`config.mk`:
```
export PLATFORM = sky130hd
export DESIGN_NAME = rk4ls_ram
export DESIGN_NICKNAME = d
export VERILOG_FILES = /design/src/rtl/rk4ls_ram.sv
export SDC_FILE = /design/constraint.sdc
export NUM_CORES = 1
export LEC_CHECK = 0
export BUFFER_PORTS_ARGS = -buffer_cell sky130_fd_sc_hd__buf_2
export CORE_MARGIN = 2
export CORE_UTILIZATION = 55
export CTS_CLUSTER_DIAMETER = 80
export CTS_CLUSTER_SIZE = 40
export DETAILED_ROUTE_END_ITERATION = 10
export PLACE_DENSITY_LB_ADDON = 0.25
export SYNTH_ARGS = -nofsm -noshare
export SYNTH_HDL_FRONTEND = slang
export SYNTH_SLANG_ARGS = --single-unit
```
`constraint.sdc`:
```
create_clock -name i_clk -period 5.88 [get_ports i_clk]
set_input_delay 0.294 -clock i_clk [delete_from_list [all_inputs] [get_ports i_clk]]
set_output_delay 0.294 -clock i_clk [all_outputs]
set_load 0.02 [all_outputs]
```
`src/rtl/rk4ls_ram.sv`:
```
`timescale 1ns / 1ps
`default_nettype none
// ----------------------------------------------------------------------------
// rk4ls_ram
// Generic single-port-write, single-read RAM with registered read data.
// ----------------------------------------------------------------------------
module rk4ls_ram #(
    parameter int WIDTH = 64,
    parameter int DEPTH = 16
) (
    input  wire                      i_clk,
    input  wire                      i_we,
    input  wire  [$clog2(DEPTH)-1:0] i_waddr,
    input  wire  [WIDTH-1:0]         i_wdata,
    input  wire  [$clog2(DEPTH)-1:0] i_raddr,
    output logic [WIDTH-1:0]         o_rdata
);
    logic [WIDTH-1:0] r_mem [DEPTH];

    always_ff @(posedge i_clk) begin
        if (i_we) begin
            r_mem[i_waddr] <= i_wdata;
        end
        o_rdata <= r_mem[i_raddr];
    end
endmodule
`default_nettype wire

```
==> results <==
- In this run the tightest slew margin relative to its limit is 15.36%.
- For met3 alone, demand over resource in global routing was 2.900%.
- The run finished with clean final reports.
- The prevailing post-synth register cell is edfxtp_1.
- Counting flops with an async set or reset pin after synthesis yields a share of 0%.
- The clock period minus final worst setup slack is 2.113 ns.
- For this run, design rule violations remaining after detail routing come to 0.
- The count of mapped cells out of synthesis is 1647.
- The later-pin clock latency in the skew report is 0.63 ns.
- The initial antenna violation count is 5.
- After synthesis, the cell types taking the most area are edfxtp_1, mux4_2, dfxtp_1, a22oi_1, nand2_1.
- Max-cap violations in this run came to 0.
- The met1 global-route usage is 32.42%.
- Measured along the y axis, the die boundary spans 272.3 um.
- Counting every net in the synthesized netlist gives 1721.
- The largest driver fanout on the critical path is 48.
- The max-slew violation count is 0.
- The share of power burned in registers is 65.1%.
- The count of TritonRoute iterations in the first routing pass is 6.
- The die covers 74130 sq um.
- In this run the cell area of the synthesized design comes to 39580 sq um.
- After clock tree synthesis, the setup repair step added 0 buffers.
- Counting flops and latches in the post-synthesis netlist gives 1088.
- The worst setup path is of the in -> reg kind.
- The worst hold-check path type is in -> reg.
- The post-route fraction of the period consumed by the critical path is 35.94%.
- After detailed routing, the total wire length is 79240 um.
- The share of the synthesized area in the top cell type is 77.69%.
- Yosys printed 0 warnings.
- In the routed layout, each cell is associated on average with a via count of 6.268.
- The routability congestion estimate is 0.7270.
- Clock tree synthesis inserted a total of 39 buffers.
- Based on the critical path, the design can be clocked at up to 0.4732 GHz.
- The effective utilization at floorplan is 55.46%.
- The via total after detailed routing is 17450.
- Summed over all failing endpoints, the final setup total negative slack is 0 ns.
- The layer flagged by global routing as most heavily used is met2.
- The worst hold path startpoint is i_wdata[30].
- The worst register-to-register path begins at r_mem[10][8].
- The number of failing hold endpoints at the final stage was 0.
- The CTS tree is done.
- The global routing usage on met2 is 34.91%.
- The global-route wire length before repair is 117500 um.
- For the worst setup path, the data arrival time is 2.36 ns.
- The total overflow left after global routing is 0.
- Tracing the worst setup path back leads to its startpoint at i_waddr[0].
- The number of synthesized flops with an enable pin is 1024.
- Data on the critical path is required at its endpoint by 6.13 ns.
- The instance area at placement is 41450 sq um.
- Of the total power, the clock network draws 28.9%.
- Dividing the detail-routed wire length by the instance count gives 28.47 um.
- The clock net sink count is 1088.
- Setup violations remaining at the end of the flow were counted as 0.
- The final design instance area without fill is 43170 sq um.
- The register clock-pin slew on the reported worst setup and hold paths is 0.13 ns.
- Averaged over all synthesized cells, the footprint is 24.03 sq um.
- The leakage dissipation is 13.53 nW.
- The number of gates resized after CTS was 0.
- The switching fraction of total power is 21.89%.
- The cell-internal power is 0.01045 W.
- The I/O pin count is 138.
- The net switching power figure is 0.002927 W.
- In this run the core area contains 98 standard-cell rows.
- For the pin with the worst max-slew slack, the measured transition is 1.270 ns.
- The number of buffers on the longest clock path is 3.
- The via count of the first global-routing pass is 17990.
- The most common cell in the synthesized netlist is edfxtp_1.
- Counting distinct cell types in the post-synthesis netlist gives 18.
- In the synthesized netlist, the cells that appear most often are edfxtp_1, mux4_2, a22oi_1.
- The worst setup path is launched from a primary input.
- The power density normalized to cell area is 309.8 nW/um^2.
- The maximum resistive drop on vdd is 238.4 uV.
- The half-perimeter wire length after placement is 38920 um.
- The chip width is 272.3 um.
- The floorplan step defined a core boundary enclosing 71360 sq um.
- The ratio of cells with drive above 1 in the final layout is 27.98%.
- Setup repair after global routing left no endpoint under its margin.
- The global routing usage summed across all routing layers is 21.55%.
- The post-synthesis sequential area ratio is 80.92%.
- The number of nets in the layout is 1873.
- The number of nets with antenna violations after routing is 0.
- The initial DRC count is 1796.
- Buffers inserted to repair hold after CTS numbered 26.
- STA classifies the critical path endpoint as a flip-flop.
- The largest area contributor in the netlist is edfxtp_1.
- The signed area change from the synthesized netlist to the final layout is 9.072%.
- The logic gate share of total power is 6.0%.
- The maximum number of pins on one net before global-route repair is 85.
- The H-tree was split into 2 levels.
- For the final database, setup skew stands at 0.02637 ns.
- The master cell of the clock root buffer is clkbuf_16.
- Port buffering added 137 buffers.
==> cell type report <==
class	instances	area [sq um]
timing repair buffer	195	1256
antenna	3	7.507
tap	950	1189
multi-input combinational	475	7234
fill	4914	28190
sequential	1088	32030
clock buffer	45	1020
clock inverter	27	435.4
==> power by group through the flow <==
stage	logic (W)	clock network [W]	registers (W)
after floorplan	0.000413	0	0.00894
after global placement	0.000779	0	0.00888
after detailed placement	0.000793	0	0.00889
after CTS	0.000811	0.00396	0.00871
after global routing	0.000858	0.00418	0.00873
final	0.000796	0.00387	0.00871
==> registers in the layout, summed over array words and instances, names as in the netlist <==
name and cells:
o_rdata 64, r_mem 1024
==> per-stage QoR <==
step           std cells  hold slack (ns)  worst slack (ns)  power, W  utilization, %
2_1_floorplan       1647           0.3929            0.1572  0.009357               -
3_3_place_gp        2682           0.6509             3.081  0.009659           58.08
3_5_place_dp        2682           0.6637             3.092  0.009683           58.08
4_1_cts             2780        0.0007327             3.756   0.01348           60.49
5_1_grt             2780         0.008763             3.659   0.01377           60.49
6_report            2783          0.03553             3.767   0.01337           60.50
==> metal layers <==
metal / up-vias / share of wire, %
met4: 4 / 1.5
met3: 64 / 6.3
met1: 9491 / 43
met2: 602 / 50
met5: - / 0.034
li1: 7284 / -
==> cell usage in the layout, fill, tap and decap left out, types with 2 or more instances in the layout <==
master,synthesis,layout
bufinv_16,0,2
nand2b_1,2,2
buf_2,13,135
clkinv_4,0,3
buf_12,0,4
clkinv_16,0,4
dfxtp_1,64,64
buf_8,0,2
nor3_2,0,4
buf_4,6,28
a22oi_1,128,128
diode_2,0,3
edfxtp_1,1024,1024
clkinvlp_4,0,3
clkbuf_16,0,40
clkbuf_1,36,5
nor2b_4,0,2
nand3b_1,2,2
nand2_1,65,65
mux4_2,256,256
clkinv_8,0,8
inv_8,0,2
dlygate4sd3_1,0,26
nor2_4,0,13
==> worst max-delay path, stage by stage <==
cell     delay (ns)
buf_2          0.17
nand2_1        0.26
nor2_4         0.67
buf_4          0.88
==> logic make-up (layout without fill, tap and decap cells) <==
kind of cell	Yosys count	after routing	synth area share, %
and+or+nand+nor	91	91	0.9420
DFF	1088	1088	80.92
AOI/OAI and AO/OA	128	128	2.428
other	0	3	0
buffers and inverters	84	267	1.141
muxes	256	256	14.57
==> path summary, 6_finish.rpt <==
path / end / depth (start not counted) / slack, ns
max: r_mem[15][23] / 4 / 3.77
min reg2reg: o_rdata[23] / 3 / 0.67
min: r_mem[12][30] / 1 / 0.04
max reg2reg: o_rdata[8] / 3 / 4.33
No activity file was read; power rests on OpenSTA's default activity.
