[src/rtl/rk4ls_pkg.sv]
`timescale 1ns / 1ps
`default_nettype none
// ----------------------------------------------------------------------------
// rk4ls_pkg
// Shared constants and arithmetic helpers for the RK4 subsystem stepper.
// ----------------------------------------------------------------------------
package rk4ls_pkg;

    localparam int SUBSYSTEMS_DEF = 16;
    localparam int RESULT_LIMIT   = 16;
    localparam int TS_RESET       = 655;
    localparam int ACTIVE_RESET   = 16;

    localparam logic ACT_LOAD = 1'b0;
    localparam logic ACT_STEP = 1'b1;

    localparam logic [1:0] CFG_TIME_STEP = 2'd0;
    localparam logic [1:0] CFG_ACTIVE    = 2'd1;

    // clamp a 36-bit signed value to 32 bits
    function automatic logic signed [31:0] sat32(input logic signed [35:0] a);
        logic signed [35:0] hi;
        logic signed [35:0] lo;
        hi = 36'sd2147483647;
        lo = -36'sd2147483648;
        if (a > hi) begin
            sat32 = 32'sh7fffffff;
        end else if (a < lo) begin
            sat32 = 32'sh80000000;
        end else begin
            sat32 = a[31:0];
        end
    endfunction

endpackage
`default_nettype wire

[src/rtl/rk4ls_axis.sv]
`timescale 1ns / 1ps
`default_nettype none
// ----------------------------------------------------------------------------
// rk4ls_axis
// Sequential RK4 update of one axis (p, v) through one shared multiplier.
// ----------------------------------------------------------------------------
module rk4ls_axis (
    input  wire               i_clk,
    input  wire               i_rst_n,
    input  wire               i_start,
    input  wire        [15:0] i_ts,
    input  wire signed [31:0] i_p,
    input  wire signed [31:0] i_v,
    output logic              o_done,
    output logic signed [31:0] o_p,
    output logic signed [31:0] o_v
);
    typedef enum logic [2:0] {S_IDLE, S_MUL, S_ACC, S_FIN1, S_FIN2} t_state;

    t_state             r_state;
    logic        [1:0]  r_k;
    logic signed [31:0] r_p, r_v, r_vs;
    logic signed [35:0] r_sp, r_sv;
    logic signed [31:0] r_kp;
    logic signed [35:0] r_qp, r_qv;

    logic signed [48:0] w_prod;
    logic signed [31:0] w_kp, w_kv, w_nvs;
    logic signed [35:0] w_wp, w_wv;

    // floor(a / 6) estimate, at most one low: a = hi*65536 + lo and
    // 65536 = 6*10922 + 4, so a/6 = 10922*hi + (4*hi + lo)/6
    function automatic logic signed [35:0] div6_est(input logic signed [35:0] a);
        logic signed [19:0] hi;
        logic signed [22:0] b;
        logic signed [47:0] bm;
        logic signed [35:0] qh;
        hi = a[35:16];
        b  = (23'(hi) <<< 2) + 23'($signed({1'b0, a[15:0]}));
        bm = 48'(b) * 48'sd5592406;
        qh = 36'(hi) * 36'sd10922;
        div6_est = qh + 36'(bm >>> 25);
    endfunction

    // correct an approximate quotient by at most one either way
    function automatic logic signed [35:0] fix6(input logic signed [35:0] a,
                                                input logic signed [35:0] q);
        logic signed [39:0] rem;
        rem = 40'(a) - 40'(q) * 40'sd6;
        if (rem < 0) begin
            fix6 = q - 36'sd1;
        end else if (rem >= 40'sd6) begin
            fix6 = q + 36'sd1;
        end else begin
            fix6 = q;
        end
    endfunction

    // mul(x) = floor((h*x + 32768) / 65536)
    assign w_prod = $signed({1'b0, i_ts}) * r_vs + 49'sd32768;
    assign w_kp   = w_prod[47:16];
    assign w_kv   = rk4ls_pkg::sat32(-{{4{r_kp[31]}}, r_kp});

    // weight 2 on the middle stages
    assign w_wp = (r_k == 2'd1 || r_k == 2'd2) ? {{3{r_kp[31]}}, r_kp, 1'b0}
                                             : {{4{r_kp[31]}}, r_kp};
    assign w_wv = (r_k == 2'd1 || r_k == 2'd2) ? {{3{w_kv[31]}}, w_kv, 1'b0}
                                             : {{4{w_kv[31]}}, w_kv};

    always_comb begin
        case (r_k) inside
            2'd0, 2'd1: w_nvs = rk4ls_pkg::sat32({{4{r_v[31]}}, r_v}
                                + {{5{w_kv[31]}}, w_kv[31:1]});
            default:    w_nvs = rk4ls_pkg::sat32({{4{r_v[31]}}, r_v}
                                + {{4{w_kv[31]}}, w_kv});
        endcase
    end

    always_ff @(posedge i_clk) begin
        if (!i_rst_n) begin
            r_state <= S_IDLE;
            o_done  <= 1'b0;
        end else begin
            o_done <= (r_state == S_FIN2);
            unique case (r_state)
                S_IDLE: begin
                    if (i_start) begin
                        r_p     <= i_p;
                        r_v     <= i_v;
                        r_vs    <= i_v;
                        r_sp    <= 36'sd3;
                        r_sv    <= 36'sd3;
                        r_k     <= 2'd0;
                        r_state <= S_MUL;
                    end
                end
                S_MUL: begin
                    r_kp    <= w_kp;
                    r_state <= S_ACC;
                end
                S_ACC: begin
                    r_sp <= r_sp + w_wp;
                    r_sv <= r_sv + w_wv;
                    r_vs <= w_nvs;
                    r_k  <= r_k + 2'd1;
                    r_state <= (r_k == 2'd3) ? S_FIN1 : S_MUL;
                end
                S_FIN1: begin
                    // floor division by six: estimate, then fixup
                    r_qp <= div6_est(r_sp);
                    r_qv <= div6_est(r_sv);
                    r_state <= S_FIN2;
                end
                S_FIN2: begin
                    o_p <= rk4ls_pkg::sat32({{4{r_p[31]}}, r_p} + fix6(r_sp, r_qp));
                    o_v <= rk4ls_pkg::sat32({{4{r_v[31]}}, r_v} + fix6(r_sv, r_qv));
                    r_state <= S_IDLE;
                end
                default: r_state <= S_IDLE;
            endcase
        end
    end
endmodule
`default_nettype wire

[config.mk]
export PLATFORM = sky130hd
export DESIGN_NAME = rk4ls_axis
export DESIGN_NICKNAME = d
export VERILOG_FILES = /design/src/rtl/rk4ls_pkg.sv /design/src/rtl/rk4ls_axis.sv
export SDC_FILE = /design/constraint.sdc
export NUM_CORES = 2
export LEC_CHECK = 0
export BUFFER_PORTS_ARGS = -buffer_cell sky130_fd_sc_hd__buf_2
export CAP_MARGIN = 20
export CORE_MARGIN = 2
export CORE_UTILIZATION = 61
export CTS_BUF_LIST = sky130_fd_sc_hd__clkbuf_16
export DETAILED_ROUTE_END_ITERATION = 10
export PLACE_DENSITY = 0.84
export SYNTH_ARGS = -nofsm -noshare
export SYNTH_HDL_FRONTEND = slang
export SYNTH_SLANG_ARGS = --single-unit
[constraint.sdc]
create_clock -name i_clk -period 15.91 [get_ports i_clk]
set_input_delay 1.591 -clock i_clk [delete_from_list [all_inputs] [get_ports i_clk]]
set_output_delay 1.591 -clock i_clk [all_outputs]
set_load 0.05 [all_outputs]
==> results list <==
- Average footprint of a synthesized cell: 9.36 µm²
- Clock tree synthesis inserted a total of 43 buffers.
- In this run the clock root is driven by a sky130_fd_sc_hd__clkbuf_16.
- On the critical path, the stage with the largest delay is an instance of sky130_fd_sc_hd__nor3_1.
- Number of setup violations in the final report: 0
* Layout cells sized above 1: 4.33%
- The routed layout has 67127 vias.
- The count of pins over their slew limit came to 0.
- Dividing the detail-routed wire length by the instance count gives 22.1 µm.
- Synthesis warning total: 0
- Clock-pin slew was measured on the worst setup and hold paths at 0.07 ns.
- The initial utilization of the core area, before any placement, comes to 61.4%.
- Share of synthesized flip-flops with an asynchronous set or reset: 0%
- Actual transition at the worst max-transition pin: 1.16 ns
- Final period demand of the worst path: 14.48 ns
- On the final layout, the worst clock skew is 0.0351 ns.
* Remaining antenna violation count after routing: 0
- Buffer levels on the longest clock path: 3
* Commonest non-fill, non-tap cells in the layout: 1530 x sky130_fd_sc_hd__inv_1, 1362 x sky130_fd_sc_hd__ha_1, 1164 x sky130_fd_sc_hd__fa_1
- The number of setup buffers added after CTS is 0.
- Sink count of the clock tree: 342
* Synthesized netlist net count: 11636
* Post-CTS Hold Fix Bufs: 0
* Hold Violations, Final: 0
- TritonCTS built the clock tree.
- End-of-flow core utilization: 64.6%
* Max-cap violation count: 0
- After routing, the total negative slack on setup checks comes to 0 ns.
- After the first detailed-routing iteration, the DRC count stood at 5724.
* Buffers on Ports: 147
- Setup repair after global routing missed its margin: false
- Register-to-register setup slack: 1.43 ns
* Residual overflow from global routing: 0
- Data arrival at the endpoint of the critical path: 14.85 ns
- Layout area overhead: 5.13%
- Count of pins on the block boundary: 148
- Number of cells on the worst reg-to-reg path: 48
- The synthesized design contains 338 enable-type register cells.
- Detailed Routing Iterations Pass 1: 8
- The routed design has 242 mm of wire.
- The critical path is of the reg -> reg type.
- Capture instance of the worst register-to-register path: r_qp[33]
- Max H-tree Level: 2
* Horizontal die dimension: 376 µm
- For hold timing, the worst endpoint is r_k[0].
- Peak Freq: 69.0 MHz
* Slew headroom: 22.2%
- Along the worst hold path, the cell count comes to 1.
- Cell Rows: 136
- Vias in the first global route: 70767
- Kind of capture point of the worst setup path: flop
- Most repeated library cell on the critical path: sky130_fd_sc_hd__fa_1
- Summed over all nets, the half-perimeter wirelength after detailed placement is 200 mm.
- Leaving out fill and tap cells, the most frequent cell in the layout is sky130_fd_sc_hd__inv_1.
- Counting every instance in the synthesized netlist gives 9026.
* Class of the tightest hold or removal check: reg -> reg
* DR vias/cell: 6.14
- The initial antenna violation count is 6.
- Placeable core region: 137000 µm²
- Worst path max stage delay: 0.88 ns
- Pin count of the biggest net entering global routing: 73
- For this run, design rule violations remaining after detail routing come to 0.
- Once the clock tree was built, the resizer swapped 0 gates to a different size.
* Critical Path Fanout Max: 7
- The first global-routing pass estimated 384 mm of wire.
- Placer congestion estimate: 0.986
- For this run, the leading register cell type out of synthesis is sky130_fd_sc_hd__edfxtp_1.
- In this run, synthesis produced a sequential element count of 342.
- Share of the yosys chip area belonging to registers: 12.1%
* Final net count: 11707
- Number of different library cells in the post-synthesis netlist: 93
- Worst R2R Start: r_sp[16]
- Hold Startpoint: r_k[0]
* Area enclosed by the die boundary: 141000 µm²
* Result of the run: complete, no violations
- CP Data Required Time: 16.27 ns
- From bottom edge to top edge, the die measures 376 µm.
- Final period util: 91.0%
- STA classifies the critical path startpoint as a flop.
- Netlist Area Pre-Place: 84500 µm²
- The later pin in the worst-skew pair is clocked with a latency of 0.64 ns.
- Overall fraction of global-route tracks in use: 34.5%
area by class of cell:
cell class | instances | area [µm²]
inverter | 1522 | 5710
sequential | 342 | 10200
clock buffer | 45 | 1130
clock inverter | 33 | 332
fill | 10959 | 48700
antenna | 1 | 2.50
timing repair buffer | 208 | 1210
multi-input combinational | 6980 | 67900
tap | 1794 | 2240
synth_stat cells (85+ instances only):
cell type | n | area (µm²)
sky130_fd_sc_hd__ha_1 | 1363 | 17100
sky130_fd_sc_hd__o21ai_0 | 286 | 1430
sky130_fd_sc_hd__fa_1 | 1164 | 23300
sky130_fd_sc_hd__o21a_1 | 99 | 743
sky130_fd_sc_hd__nor2_1 | 426 | 1600
sky130_fd_sc_hd__clkbuf_1 | 157 | 589
sky130_fd_sc_hd__xnor2_1 | 380 | 3330
sky130_fd_sc_hd__xor2_1 | 196 | 1720
sky130_fd_sc_hd__a21oi_1 | 490 | 2450
sky130_fd_sc_hd__nand2_1 | 575 | 2160
sky130_fd_sc_hd__edfxtp_1 | 338 | 10100
sky130_fd_sc_hd__inv_1 | 1521 | 5710
sky130_fd_sc_hd__a21o_1 | 196 | 1470
sky130_fd_sc_hd__nand2b_1 | 92 | 576
sky130_fd_sc_hd__and3_1 | 85 | 532
sky130_fd_sc_hd__nand3_1 | 126 | 631
sky130_fd_sc_hd__and2_1 | 299 | 1870
sky130_fd_sc_hd__nor3_1 | 151 | 756
per-stage QoR:
step                      setup slack, ns  cell area (µm²)  std cells  hold slack (ns)
after CTS                            1.75            88700      10920            0.653
after floorplan                      3.60            84500       9026            0.511
after global placement               2.04            87300      10842            0.615
after global routing                0.666            88800      10924            0.690
final                                1.43            88800      10925            0.651
after detailed placement             1.83            87300      10842            0.644
logic make-up (layout without fill, tap and decap cells):
kind of cell | Yosys count | after routing | synth area share (%)
AOI/OAI and AO/OA | 1712 | 1712 | 13.2
xor gates and xnor gates | 576 | 576 | 5.97
adders and majority gates | 2527 | 2527 | 47.8
buffers and inverters | 1704 | 1808 | 7.63
DFF | 342 | 342 | 12.1
muxes | 79 | 79 | 0.994
other | 0 | 1 | 0
and+or+nand+nor | 2086 | 2086 | 12.3
flip-flops by register name (all words and copies together), names as in the netlist, 2 cells and up:
signal,cells
r_sv,36
r_qp,36
r_v,32
r_vs,32
r_k,2
r_kp,32
r_p,32
r_sp,36
r_state,3
o_v,32
r_qv,36
o_p,32
worst max path at each step:
stage / start / to / slack (ns) / cells past startpoint
after floorplan: r_sv[16] / r_qv[34] / 3.60 / 45
after global placement: r_sp[16] / r_qp[33] / 2.04 / 48
after detailed placement: r_sp[16] / r_qp[33] / 1.83 / 48
after CTS: r_sp[16] / r_qp[33] / 1.75 / 48
after global routing: r_sp[16] / r_qp[33] / 0.67 / 48
final: r_sp[16] / r_qp[33] / 1.43 / 48
metal layers:
metal  global-route usage [%]  wire length (µm)
met2                     58.0            114000
met4                     15.5             12800
met1                     44.2             96000
met5                        0                32
met3                     5.08             18900
worst max-delay path, delay by kind of cell, from the launching register on:
family,cells,cell delay (ns)
compound gates,26,6.46
fa+ha+maj,11,4.70
simple gates,7,1.52
xor+xnor,2,0.88
flops,1,0.56
buf+inv,2,0.09
Power is left out: the tool's default activity adds up to more than one toggle a clock period on the data nets, which glitch-free logic cannot reach.
